[src/rtl/core/blpg_pkg.sv]
// ============================================================================
// blpg_pkg
// Shared widths and screen limits for the Bresenham line pixel generator.
// ============================================================================
package blpg_pkg;

    localparam int SCREEN_WIDTH  = 128;
    localparam int SCREEN_HEIGHT = 64;

    localparam int X_W   = 7;
    localparam int Y_W   = 6;
    localparam int ERR_W = 9;

    // Stream payload widths, rounded up to whole bytes.
    localparam int IN_FIELDS_W  = 2 * X_W + 2 * Y_W;
    localparam int IN_DATA_W    = ((IN_FIELDS_W + 7) / 8) * 8;
    localparam int OUT_FIELDS_W = 2 * X_W + 2 * Y_W;
    localparam int OUT_DATA_W   = ((OUT_FIELDS_W + 7) / 8) * 8;

    typedef logic [X_W-1:0]          coord_x_t;
    typedef logic [Y_W-1:0]          coord_y_t;
    typedef logic signed [ERR_W-1:0] err_t;

endpackage

[src/rtl/core/bresenham_line_pixel_generator.sv]
// ============================================================================
// bresenham_line_pixel_generator
// Walks a Bresenham line between two screen endpoints and streams the
// pixels out two per beat.
// ============================================================================
// One input beat carries a line command; the block then emits ceil(n/2)
// output beats for a line of n = max(|dx|, |dy|) + 1 pixels, the last beat
// marked with tlast and its second pixel flagged invalid in tuser when n is
// odd. A single step unit (error update, compare and coordinate increment) is
// reused for every pixel, so each output beat passes through the states
// S_FIRST, S_SECOND and S_OUT in order and waits in S_OUT while the output
// is stalled; a final beat that holds a single pixel skips S_SECOND. The
// block takes no new command until the last beat of the current line has
// been accepted. Endpoints beyond the screen are saturated to its edge.
module bresenham_line_pixel_generator #(
    parameter int SCREEN_WIDTH  = blpg_pkg::SCREEN_WIDTH,
    parameter int SCREEN_HEIGHT = blpg_pkg::SCREEN_HEIGHT
) (
    input  logic                           clk,
    input  logic                           rst_n,
    input  logic                           s_tvalid,
    output logic                           s_tready,
    // start_x[6:0], start_y[12:7], end_x[19:13], end_y[25:20], zero pad above
    input  logic [blpg_pkg::IN_DATA_W-1:0] s_tdata,
    output logic                           m_tvalid,
    input  logic                           m_tready,
    // first_x[6:0], first_y[12:7], second_x[19:13], second_y[25:20],
    // zero pad above
    output logic [blpg_pkg::OUT_DATA_W-1:0] m_tdata,
    // second_valid
    output logic                           m_tuser,
    // final_result
    output logic                           m_tlast
);

    localparam int X_W     = blpg_pkg::X_W;
    localparam int Y_W     = blpg_pkg::Y_W;
    localparam int ERR_W   = blpg_pkg::ERR_W;
    localparam int E2_W    = ERR_W + 1;
    // Wide enough to hold a screen limit of 128.
    localparam int CLAMP_W = 8;

    typedef enum logic [1:0] {
        S_IDLE,
        S_FIRST,
        S_SECOND,
        S_OUT
    } state_t;

    state_t              state_reg;
    blpg_pkg::coord_x_t  cur_x_reg, tgt_x_reg, span_x_reg;
    blpg_pkg::coord_y_t  cur_y_reg, tgt_y_reg, span_y_reg;
    blpg_pkg::err_t      err_reg;
    logic                left_reg, up_reg;

    blpg_pkg::coord_x_t  first_x_reg, second_x_reg;
    blpg_pkg::coord_y_t  first_y_reg, second_y_reg;
    logic                second_valid_reg, final_reg;

    // Command decode with saturation to the screen edge.
    blpg_pkg::coord_x_t  in_x0, in_x1;
    blpg_pkg::coord_y_t  in_y0, in_y1;
    blpg_pkg::coord_x_t  x0, x1, dx;
    blpg_pkg::coord_y_t  y0, y1, dy;
    blpg_pkg::err_t      err_init;

    assign in_x0 = s_tdata[X_W-1:0];
    assign in_y0 = s_tdata[X_W+Y_W-1:X_W];
    assign in_x1 = s_tdata[2*X_W+Y_W-1:X_W+Y_W];
    assign in_y1 = s_tdata[2*X_W+2*Y_W-1:2*X_W+Y_W];

    always_comb
    begin
        x0 = ({{(CLAMP_W-X_W){1'b0}}, in_x0} >= CLAMP_W'(SCREEN_WIDTH))
             ? X_W'(SCREEN_WIDTH - 1) : in_x0;
        x1 = ({{(CLAMP_W-X_W){1'b0}}, in_x1} >= CLAMP_W'(SCREEN_WIDTH))
             ? X_W'(SCREEN_WIDTH - 1) : in_x1;
        y0 = ({{(CLAMP_W-Y_W){1'b0}}, in_y0} >= CLAMP_W'(SCREEN_HEIGHT))
             ? Y_W'(SCREEN_HEIGHT - 1) : in_y0;
        y1 = ({{(CLAMP_W-Y_W){1'b0}}, in_y1} >= CLAMP_W'(SCREEN_HEIGHT))
             ? Y_W'(SCREEN_HEIGHT - 1) : in_y1;
        dx = (x1 > x0) ? (x1 - x0) : (x0 - x1);
        dy = (y1 > y0) ? (y1 - y0) : (y0 - y1);
        err_init = ERR_W'(signed'({{(ERR_W-X_W){1'b0}}, dx})
                          - signed'({{(ERR_W-Y_W){1'b0}}, dy}));
    end

    // Shared step unit: one Bresenham move from the current pixel.
    logic signed [E2_W-1:0] e2, sx_ext, sy_ext, err_sum;
    logic                   move_x, move_y;
    blpg_pkg::coord_x_t     step_x;
    blpg_pkg::coord_y_t     step_y;
    blpg_pkg::err_t         step_err;
    logic                   at_target;

    always_comb
    begin
        e2      = signed'({err_reg, 1'b0});
        sx_ext  = signed'({{(E2_W-X_W){1'b0}}, span_x_reg});
        sy_ext  = signed'({{(E2_W-Y_W){1'b0}}, span_y_reg});
        move_x  = e2 > -sy_ext;
        move_y  = e2 < sx_ext;
        err_sum = E2_W'(err_reg) - (move_x ? sy_ext : '0) + (move_y ? sx_ext : '0);
        step_err = ERR_W'(err_sum);
        step_x  = move_x ? (left_reg ? cur_x_reg - 1'b1 : cur_x_reg + 1'b1) : cur_x_reg;
        step_y  = move_y ? (up_reg ? cur_y_reg - 1'b1 : cur_y_reg + 1'b1) : cur_y_reg;
        at_target = (cur_x_reg == tgt_x_reg) && (cur_y_reg == tgt_y_reg);
    end

    always_ff @(posedge clk or negedge rst_n)
    begin
        if (!rst_n)
        begin
            state_reg        <= S_IDLE;
            cur_x_reg        <= '0;
            cur_y_reg        <= '0;
            tgt_x_reg        <= '0;
            tgt_y_reg        <= '0;
            span_x_reg       <= '0;
            span_y_reg       <= '0;
            err_reg          <= '0;
            left_reg         <= 1'b0;
            up_reg           <= 1'b0;
            first_x_reg      <= '0;
            first_y_reg      <= '0;
            second_x_reg     <= '0;
            second_y_reg     <= '0;
            second_valid_reg <= 1'b0;
            final_reg        <= 1'b0;
        end
        else
        begin
            unique case (state_reg)
                S_IDLE:
                begin
                    if (s_tvalid)
                    begin
                        cur_x_reg  <= x0;
                        cur_y_reg  <= y0;
                        tgt_x_reg  <= x1;
                        tgt_y_reg  <= y1;
                        span_x_reg <= dx;
                        span_y_reg <= dy;
                        left_reg   <= !(x0 < x1);
                        up_reg     <= !(y0 < y1);
                        err_reg    <= err_init;
                        state_reg  <= S_FIRST;
                    end
                end
                S_FIRST:
                begin
                    first_x_reg <= cur_x_reg;
                    first_y_reg <= cur_y_reg;
                    if (at_target)
                    begin
                        // Odd pixel count: the second slot is empty.
                        second_x_reg     <= '0;
                        second_y_reg     <= '0;
                        second_valid_reg <= 1'b0;
                        final_reg        <= 1'b1;
                        state_reg        <= S_OUT;
                    end
                    else
                    begin
                        cur_x_reg <= step_x;
                        cur_y_reg <= step_y;
                        err_reg   <= step_err;
                        state_reg <= S_SECOND;
                    end
                end
                S_SECOND:
                begin
                    second_x_reg     <= cur_x_reg;
                    second_y_reg     <= cur_y_reg;
                    second_valid_reg <= 1'b1;
                    final_reg        <= at_target;
                    if (!at_target)
                    begin
                        cur_x_reg <= step_x;
                        cur_y_reg <= step_y;
                        err_reg   <= step_err;
                    end
                    state_reg <= S_OUT;
                end
                S_OUT:
                begin
                    if (m_tready)
                    begin
                        state_reg <= final_reg ? S_IDLE : S_FIRST;
                    end
                end
                default:
                begin
                    state_reg <= S_IDLE;
                end
            endcase
        end
    end

    assign s_tready = (state_reg == S_IDLE);
    assign m_tvalid = (state_reg == S_OUT);
    assign m_tlast  = final_reg;
    assign m_tuser  = second_valid_reg;
    assign m_tdata  = {{(blpg_pkg::OUT_DATA_W - blpg_pkg::OUT_FIELDS_W){1'b0}},
                       second_y_reg, second_x_reg, first_y_reg, first_x_reg};

endmodule
[config.mk]
export PLATFORM = sky130hd
export DESIGN_NAME = bresenham_line_pixel_generator
export DESIGN_NICKNAME = d
export VERILOG_FILES = /design/src/rtl/core/blpg_pkg.sv /design/src/rtl/core/bresenham_line_pixel_generator.sv
export SDC_FILE = /design/constraint.sdc
export NUM_CORES = 1
export LEC_CHECK = 0
export BUFFER_PORTS_ARGS = -buffer_cell sky130_fd_sc_hd__buf_2
export CAP_MARGIN = 20
export CORE_MARGIN = 3
export CORE_UTILIZATION = 30
export CTS_BUF_LIST = sky130_fd_sc_hd__clkbuf_16
export CTS_CLUSTER_DIAMETER = 200
export CTS_CLUSTER_SIZE = 8
export DETAILED_ROUTE_END_ITERATION = 10
export MAX_ROUTING_LAYER = met4
export PLACE_DENSITY = 0.43
export SETUP_SLACK_MARGIN = 0.5
export SYNTH_ARGS = -nofsm -noshare
export SYNTH_HDL_FRONTEND = slang
export SYNTH_SLANG_ARGS = --single-unit
[constraint.sdc]
create_clock -name clk -period 5.3 [get_ports clk]
set_input_delay 0.53 -clock clk [delete_from_list [all_inputs] [get_ports clk]]
set_output_delay 0.53 -clock clk [all_outputs]
set_load 0.05 [all_outputs]
# Word-level counts from Yosys, hierarchy flattened

Cells that the tools add are included.

Memories: 0
Latch bits: 0
Bits in read-only memories: 0
Logic and storage cells: 88
Output and inout port bits: 36
Flip-flop bits (word level): 80
RAM bits: 0
Input bits: 36

Reduce and logical (&&, ||, !) cells: 13
Equality and inequality tests: 11
$add $sub $neg: 12
Bitwise operators: 0
Div/mod/pow operators: 0
$lt $le $gt $ge: 6
Mux-type cells: 30
Shift-type cells: 0
Multiply operators: 0

Operators with widths:

| operator                                         | number |
|---|---|
| 2-to-1 mux 7 bit                                 | 7 |
| 2-to-1 mux 6 bit                                 | 7 |
| one-hot mux 7 bit (2 select lines)               | 2 |
| one-hot mux 6 bit (2 select lines)               | 2 |
| 2-to-1 mux 9 bit                                 | 2 |
| one-hot mux 9 bit (2 select lines)               | 1 |
| subtractor 7 bit                                 | 2 |
| subtractor 6 bit                                 | 2 |
| > comparator 10 bit                              | 1 |
| < comparator 10 x 8 -> 1 bit                     | 1 |
| negation 6 -> 10 bit                             | 1 |
| adder 9 x 7 -> 9 bit                             | 1 |
| subtractor 9 x 7 -> 9 bit                        | 1 |
| one-hot mux 2 bit (4 select lines)               | 1 |
| AND reduction 4 bit                              | 2 |
| subtractor 7 x 6 -> 8 bit                        | 1 |
| adder 7 x 1 -> 7 bit, second input constant      | 1 |
| == test 7 bit                                    | 1 |
| > comparator 7 bit                               | 1 |
| < comparator 7 bit                               | 1 |
| subtractor 7 x 1 -> 7 bit, second input constant | 1 |
| adder 6 x 1 -> 6 bit, second input constant      | 1 |
| == test 6 bit                                    | 1 |
| > comparator 6 bit                               | 1 |
| 16 further kinds                                 | 30 |

# Longest topological paths before layout

Gate-level depths: netlist (run 1).

Word-level depth: 7
Mapped depth: 24
Mapped depth without buffers: 22

# Worst setup path before layout (run 1)

Ideal clock, no wire load.

Path kind: register -> register
From: register span_y_reg[1]
To: register err_reg[8]
Buffers on the path: 2
Clock period less this slack: 4.511 ns
Path slack: 0.789 ns
Required time: 5.174 ns
Library setup time: 0.126 ns
Arrival: 4.385 ns
Stages on the path, launching flop included: 22
Path through: dfrtp_1 > nor3_1 > nand2_1 > xnor2_1 > ha_1 > and4_1 > a21oi_1 > a21oi_1 > o211a_1 > clkbuf_1 > clkbuf_1 > and2_1 > fa_1 > inv_1 > fa_1 > nand2_1 > a21oi_1 > o21a_1 > nor4_1 > nor3_1 > xnor2_1 > a311o_1

Word-level cells in the longest chain between the ends: 7

Ends and longest elaborated chain:

| element                                | line                                                                         | text |
|---|---|---|
| from (decl)                            | bresenham_line_pixel_generator.sv:52                                         | `blpg_pkg::coord_y_t cur_y_reg, tgt_y_reg, span_y_reg;` |
| from (signal assigned)                 | bresenham_line_pixel_generator.sv:143                                        | `span_y_reg <= dy;` |
| negation 6 -> 10 bit                   | bresenham_line_pixel_generator.sv:101                                        | `move_x = e2 > -sy_ext;` |
| > comparator 10 bit                    | bresenham_line_pixel_generator.sv:101                                        |  |
| 2-to-1 mux 6 bit (*)                   | bresenham_line_pixel_generator.sv:103                                        | `err_sum = E2_W'(err_reg) - (move_x ? sy_ext : '0) + (move_y ? sx_ext : '0);` |
| subtractor 9 x 7 -> 9 bit (*)          | bresenham_line_pixel_generator.sv:103                                        |  |
| adder 9 x 7 -> 9 bit (*)               | bresenham_line_pixel_generator.sv:103                                        |  |
| 2-to-1 mux 9 bit (*)                   | bresenham_line_pixel_generator.sv:154, bresenham_line_pixel_generator.sv:177 |  |
| one-hot mux 9 bit (2 select lines) (*) | bresenham_line_pixel_generator.sv:133                                        | `unique case (state_reg)` |
| to (signal assigned)                   | bresenham_line_pixel_generator.sv:146                                        | `err_reg <= err_init;` |
| to (signal assigned)                   | bresenham_line_pixel_generator.sv:167                                        | `err_reg <= step_err;` |
| to (signal assigned)                   | bresenham_line_pixel_generator.sv:181                                        | `err_reg <= step_err;` |
| to (decl)                              | bresenham_line_pixel_generator.sv:53                                         | `blpg_pkg::err_t err_reg;` |

Mark *: on every way between the ends. The rest lies on a longest branch, timed or not. The select of a mux whose other input is x is not followed.
A chain may end at the register's enable or synchronous reset.

# Final worst setup path (run 1)

Same ends and word-level chain as after synthesis.

==> results.py, run 1 <==
metrics = {
    "die": {
        "chipWidth_um": 152,
        "start_util": 0.311,
        "dieArea_um2": 23200,
        "die_h_um": 152,
        "io_pins": 72,
        "rows": 52,
        "core_um2": 20600,
    },
    "place": {
        "place_hpwl_mm": 13.7,
        "port_buffers": 59,
        "routabilityCongestion": 0.835,
    },
    "cells_and_area": {
        "antenna_cells": 0,
        "largest_reg_flops": 9,
        "fin_nets": 886,
        "area_delta_synth_final_pct": 13.3,
        "drive_gt1_frac": 0.157,
    },
    "worst_setup_path": {
        "path_cells": "inv_1 -> ha_1 -> nand2b_1 -> nor2_2 -> xor2_1 -> ha_1 -> and4_1 -> a21oi_1 -> a21oi_1 -> o211a_1 -> buf_4 -> and2_1 -> fa_1 -> inv_1 -> ha_1 -> o21ai_0 -> a21oi_1 -> o21a_1 -> nor4_2 -> nor3_1 -> xnor2_1 -> a311o_1",
        "critPathSlowestCell": "fa_1",
        "r2r.worst_path.cells": 22,
        "required_ps": 5530,
        "max_stage_delay_ps": 500,
        "critPathLaunchType": "flip-flop",
        "crit_arrival_ps": 4800,
        "endpoint_kind": "flip-flop",
        "startpoint": "span_y_reg[1]$_DFFE_PN0P_",
        "reg2reg_from": "span_y_reg[1]$_DFFE_PN0P_",
        "cp_max_fo": 15,
        "critical_path_class": "flip-flop to flip-flop",
    },
    "clocking": {
        "cts_tree": "yes",
        "cts.path.max_buffers": 2,
        "clock_sinks": 80,
        "insertion_delay_ps": 350,
        "clkTransAtPathRegs_ps": 60,
        "cts_root_buffer": "clkbuf_16",
        "h-tree-depth": 3,
        "cts_made_buffers": 9,
    },
    "detailed_routing": {
        "initialDrtViolationCount": 253,
        "via_per_inst": 4.92,
        "drc_errors": 0,
        "firstDrtPassIters": 4,
        "routed_wirelength_mm": 17.4,
        "num_vias": 5119,
        "ant_nets": 0,
        "detail_route.wl_per_cell_um": 16.7,
    },
    "timing": {
        "whs_ps": 49.1,
        "period_share": 0.862,
        "setup_viol": 0,
        "slew_violations": 0,
        "max_freq_ghz": 0.219,
        "worst_pin_slew_ps": 923,
        "rsz0062_at_grt": "true",
        "slew_headroom": 0.384,
        "finalHoldViolCount": 0,
        "fin_crit_ps": 4570,
        "final.setup.tns_ps": 0,
        "skew_ps": 11.7,
    },
    "global_routing": {
        "grt_pass1_wl_mm": 28.3,
        "overflow": 0,
        "antenna_found_initial": 0,
        "grt_usage": 0.156,
        "grt_max_degree": 66,
        "grt_pass1_vias": 5102,
    },
    "logic_synthesis": {
        "yosys-top-cells-count": "86 x nand2_1, 82 x inv_1, 80 x dfrtp_1",
        "syn_inst": 721,
        "ys_warn_count": 0,
        "synth_edf_count": 0,
        "async_reset_ff_frac": 1.00,
        "ys_seq_area_frac": 0.312,
        "synth_top_area_frac": 0.312,
        "yosysUniqueCellTypes": 63,
        "yosysTopAreaCell": "dfrtp_1",
        "syn_area_per_cell_um2": 8.89,
        "synth_area_leaders": "dfrtp_1 31%, ha_1 14%, nand2_1 5.0%",
        "synth_ff_type": "dfrtp_1",
        "ys_ff_latch": 80,
        "synth.most_common_cell": "nand2_1",
        "syn_area_um2": 6410,
    },
    "job": {
        "max-cap-violations": 0,
    },
    "worst_hold_path": {
        "hold_class": "input pin to async pin",
    },
    "run_status": {
        "status": "finished clean",
    },
}
[metrics by stage]
step	area (µm²)	cells	setup slack (ps)	utilization
floorplan	6430	726	789	-
global placement	6920	1024	696	0.335
global route	7260	1041	465	0.352
detailed placement	6920	1024	625	0.335
finish	7260	1041	730	0.352
CTS	7230	1040	602	0.351
[logic make-up after synthesis]
family | Yosys count | share of synthesized area
and+or+nand+nor | 180 | 0.133
buffers and inverters | 119 | 0.0775
other | 1 | 0.000585
xor gates and xnor gates | 44 | 0.0613
muxes | 35 | 0.0590
DFF | 80 | 0.312
AOI/OAI and AO/OA | 178 | 0.177
adders and majority gates | 84 | 0.179
[worst max-delay path: cells and delay by family (launching register included)]
family | cells | cell delay (ps)
AO/OA/AOI/OAI | 7 | 1290
adder cells (fa/ha/maj) | 4 | 1270
AND/OR/NAND/NOR | 6 | 880
flip-flops | 1 | 440
buffers and inverters | 3 | 310
XOR/XNOR | 2 | 260
[layout by cell type (no fill, tap or decap), types with 8 or more instances in the layout]
| cell type | netlist | routed |
|---|---|---|
| a21o_1 | 9 | 9 |
| a21oi_1 | 42 | 42 |
| a31oi_1 | 12 | 12 |
| buf_2 | 4 | 58 |
| clkbuf_16 | 0 | 9 |
| dfrtp_1 | 80 | 78 |
| fa_1 | 13 | 13 |
| ha_1 | 71 | 71 |
| inv_1 | 82 | 82 |
| mux2_2 | 20 | 20 |
| mux2i_1 | 13 | 12 |
| nand2_1 | 86 | 86 |
| nand3_1 | 9 | 9 |
| nand4_1 | 10 | 10 |
| nor2_1 | 29 | 28 |
| nor2b_1 | 8 | 8 |
| nor3_1 | 9 | 8 |
| o21a_1 | 8 | 8 |
| o21ai_0 | 58 | 57 |
| xnor2_1 | 32 | 32 |
| xor2_1 | 11 | 11 |
[metal layers]
layer | vias to the layer above | GRT usage | share of wire
met2 | 106 | 0.228 | 0.43
met4 | 0 | 0.0381 | 0.014
met5 | - | - | 0
met1 | 2444 | 0.224 | 0.51
met3 | 12 | 0.0256 | 0.038
li1 | 2557 | - | -
[final timing paths]
| path | slack, ps | endpoint |
|---|---|---|
| worst max-delay path | 730 | err_reg[8]$_DFFE_PN0P_ |
| worst min-delay path | 50 | err_reg[2]$_DFFE_PN0P_ |
| worst max register to register | 730 | err_reg[8]$_DFFE_PN0P_ |
| worst min register to register | 470 | second_x_reg[1]$_DFFE_PN0P_ |
| max in group asynchronous | 4140 | cur_x_reg[1]$_DFFE_PN0P_ |
| min in group clk | 470 | tgt_y_reg[0]$_DFFE_PN0P_ |
[cell type report]
cell class	instances	area (µm²)
flip-flops and latches	80	2000
fillers	2159	13400
clock buffers	9	225
inverters	83	312
well taps	270	338
repair buffers	65	347
multi-input cells	527	3950
clock inverters	7	86.3
[repair_timing]
item | 4_1_cts | 5_1_grt
setup endpoints to repair | 0 | 2
hold buffers | 0 | 0
gates resized for setup | 0 | 6
setup buffers | 0 | 0
Power of run 1 is left out: the tool's default activity adds up to more than one toggle a clock period on the data nets, which glitch-free logic cannot reach.
==> run 2: changes to the inputs <==
==> constraint.sdc (replaced) <==
create_clock -name clk -period 5.3 [get_ports clk]
set_input_delay 1.06 -clock clk [delete_from_list [all_inputs] [get_ports clk]]
set_output_delay 1.06 -clock clk [all_outputs]
set_load 0.05 [all_outputs]
==> run 2 against run 1 <==
Against the previous run: clock-buffer cell count did not move; highest routed layer unchanged; die area did not move; utilization rose by 0.079 points; largest cell class unchanged; clock skew rose by 2.1 ps; sequential share of layout area fell by 0.062 points.
==> results.py, run 2 (synthesis results as in run 1) <==
metrics = {
    "worst_setup_path": {
        "cp_num_cells": 21,
        "max_stage_delay_ps": 510,
        "startpoint": "span_y_reg[1]$_DFFE_PN0P_",
        "setup.worst_path.end": "err_reg[8]$_DFFE_PN0P_",
        "cp_max_fo": 10,
        "path_cells": "inv_1 -> ha_1 -> nand2b_1 -> nor2_1 -> xor2_1 -> ha_1 -> and4_1 -> a21oi_1 -> a21oi_1 -> o211a_4 -> and2_1 -> fa_1 -> inv_1 -> fa_1 -> nand2_1 -> a21oi_2 -> o21a_1 -> nor4_2 -> nor3_1 -> xnor2_1 -> a311o_1",
        "critical-path-top-delay-family": "adder cells",
        "reg2reg_from": "span_y_reg[1]$_DFFE_PN0P_",
        "path_buf_inv": 2,
        "critPathLaunchType": "flip-flop",
        "r2r.worst_path.cells": 21,
        "worstReg2RegEnd": "err_reg[8]$_DFFE_PN0P_",
        "endpoint_kind": "flip-flop",
        "crit_arrival_ps": 4810,
        "critPathSlowestCell": "fa_1",
        "critical_path_class": "flip-flop to flip-flop",
        "reg2reg_setup_slack_ps": 700,
        "required_ps": 5520,
    },
    "detailed_routing": {
        "initialDrtViolationCount": 188,
        "via_per_inst": 4.88,
        "firstDrtPassIters": 4,
        "detail_route.wl_per_cell_um": 16.2,
        "ant_nets": 0,
        "num_vias": 5101,
        "drc_errors": 0,
        "routed_wirelength_mm": 17.0,
    },
    "timing": {
        "worst_pin_slew_ps": 920,
        "period_share": 0.867,
        "setup_viol": 0,
        "slew_headroom": 0.387,
        "slew_violations": 0,
        "finalHoldViolCount": 0,
        "max_freq_ghz": 0.218,
        "rsz0062_at_grt": "true",
        "fin_crit_ps": 4600,
        "final.setup.tns_ps": 0,
        "skew_ps": 13.8,
    },
    "die": {
        "die_h_um": 152,
        "chipWidth_um": 152,
        "start_util": 0.311,
        "io_pins": 72,
        "dieArea_um2": 23200,
        "core_um2": 20600,
        "rows": 52,
    },
    "global_routing": {
        "grt_max_degree": 55,
        "grt_pass1_wl_mm": 27.7,
        "grt_pass1_vias": 5165,
        "grt_usage": 0.152,
        "overflow": 0,
        "antenna_found_initial": 0,
    },
    "run_status": {
        "status": "finished clean",
    },
    "worst_hold_path": {
        "hold_class": "flip-flop to flip-flop",
    },
    "cells_and_area": {
        "fin_nets": 891,
        "drive_gt1_frac": 0.164,
        "largest_reg_flops": 9,
        "fillerInstances": 2108,
        "antenna_cells": 0,
        "final_common_cell": "nand2_1",
        "ff_latch_area_um2": 2000,
        "area_delta_synth_final_pct": 13.5,
        "final_cell_mix": "86 x nand2_1, 82 x inv_1, 78 x dfrtp_1",
        "layoutNonFillerInstCount": 1046,
        "multi_input_area_um2": 3960,
    },
    "place": {
        "port_buffers": 59,
        "routabilityCongestion": 0.819,
        "dp_cells": 1026,
        "place_hpwl_mm": 13.5,
    },
    "clocking": {
        "h-tree-depth": 3,
        "cts_tree": "yes",
        "clock_sinks": 80,
        "cts_made_buffers": 9,
        "cts_root_buffer": "clkbuf_16",
        "clkTransAtPathRegs_ps": 60,
        "insertion_delay_ps": 340,
        "cts.path.max_buffers": 2,
        "holdBufCountCts": 0,
    },
    "job": {
        "max-cap-violations": 0,
    },
}
run 2: layout make-up:
cell class | instances | share of cell area
clock inverters | 7 | 0.00722
clock buffers | 9 | 0.0310
multi-input cells | 527 | 0.544
well taps | 270 | 0.0464
flip-flops and latches | 80 | 0.276
inverters | 83 | 0.0428
repair buffers | 70 | 0.0528
run 2: worst min-delay path by stage:
stage	startpoint	end	slack (ps)	cells past startpoint
final	second_x_reg[5]$_DFFE_PN0P_	second_x_reg[5]$_DFFE_PN0P_	470	2
after global routing	second_x_reg[4]$_DFFE_PN0P_	second_x_reg[4]$_DFFE_PN0P_	500	2
after CTS	second_x_reg[5]$_DFFE_PN0P_	second_x_reg[5]$_DFFE_PN0P_	480	2
after detailed placement	second_y_reg[0]$_DFFE_PN0P_	second_y_reg[0]$_DFFE_PN0P_	470	2
after global placement	second_x_reg[5]$_DFFE_PN0P_	second_x_reg[5]$_DFFE_PN0P_	460	2
after floorplan	span_x_reg[0]$_DFFE_PN0P_	span_x_reg[0]$_DFFE_PN0P_	460	2
run 2: tightest hold or removal path: stages (launching register included):
cell	delay, ps
dfrtp_1	340
nand2_1	40
o21ai_0	60
run 2: routing by layer:
layer / part of all wire / up-vias / track usage
li1: - / 2573 / -
met1: 0.52 / 2418 / 0.215
met2: 0.44 / 101 / 0.230
met3: 0.033 / 9 / 0.0267
met4: 0.0082 / 0 / 0.0317
met5: 0 / - / -
run 2: timing repair:
item                                   CTS  global route
endpoints found under the hold margin    0             0
pin swaps                                0             3
setup endpoints to repair                1             4
resized for setup                        4             5
setup buffers                            0             4
run 2: per-stage QoR:
step                cell area, µm²  setup slack (ps)   util  hold WS (ps)
floorplan                     6430               789      -           463
finish                        7270               705  0.353           470
CTS                           7220               539  0.350           481
global placement              6930               437  0.336           457
detailed placement            6940               402  0.336           466
global route                  7270               447  0.353           501
Power of run 2 is left out for the same reason.
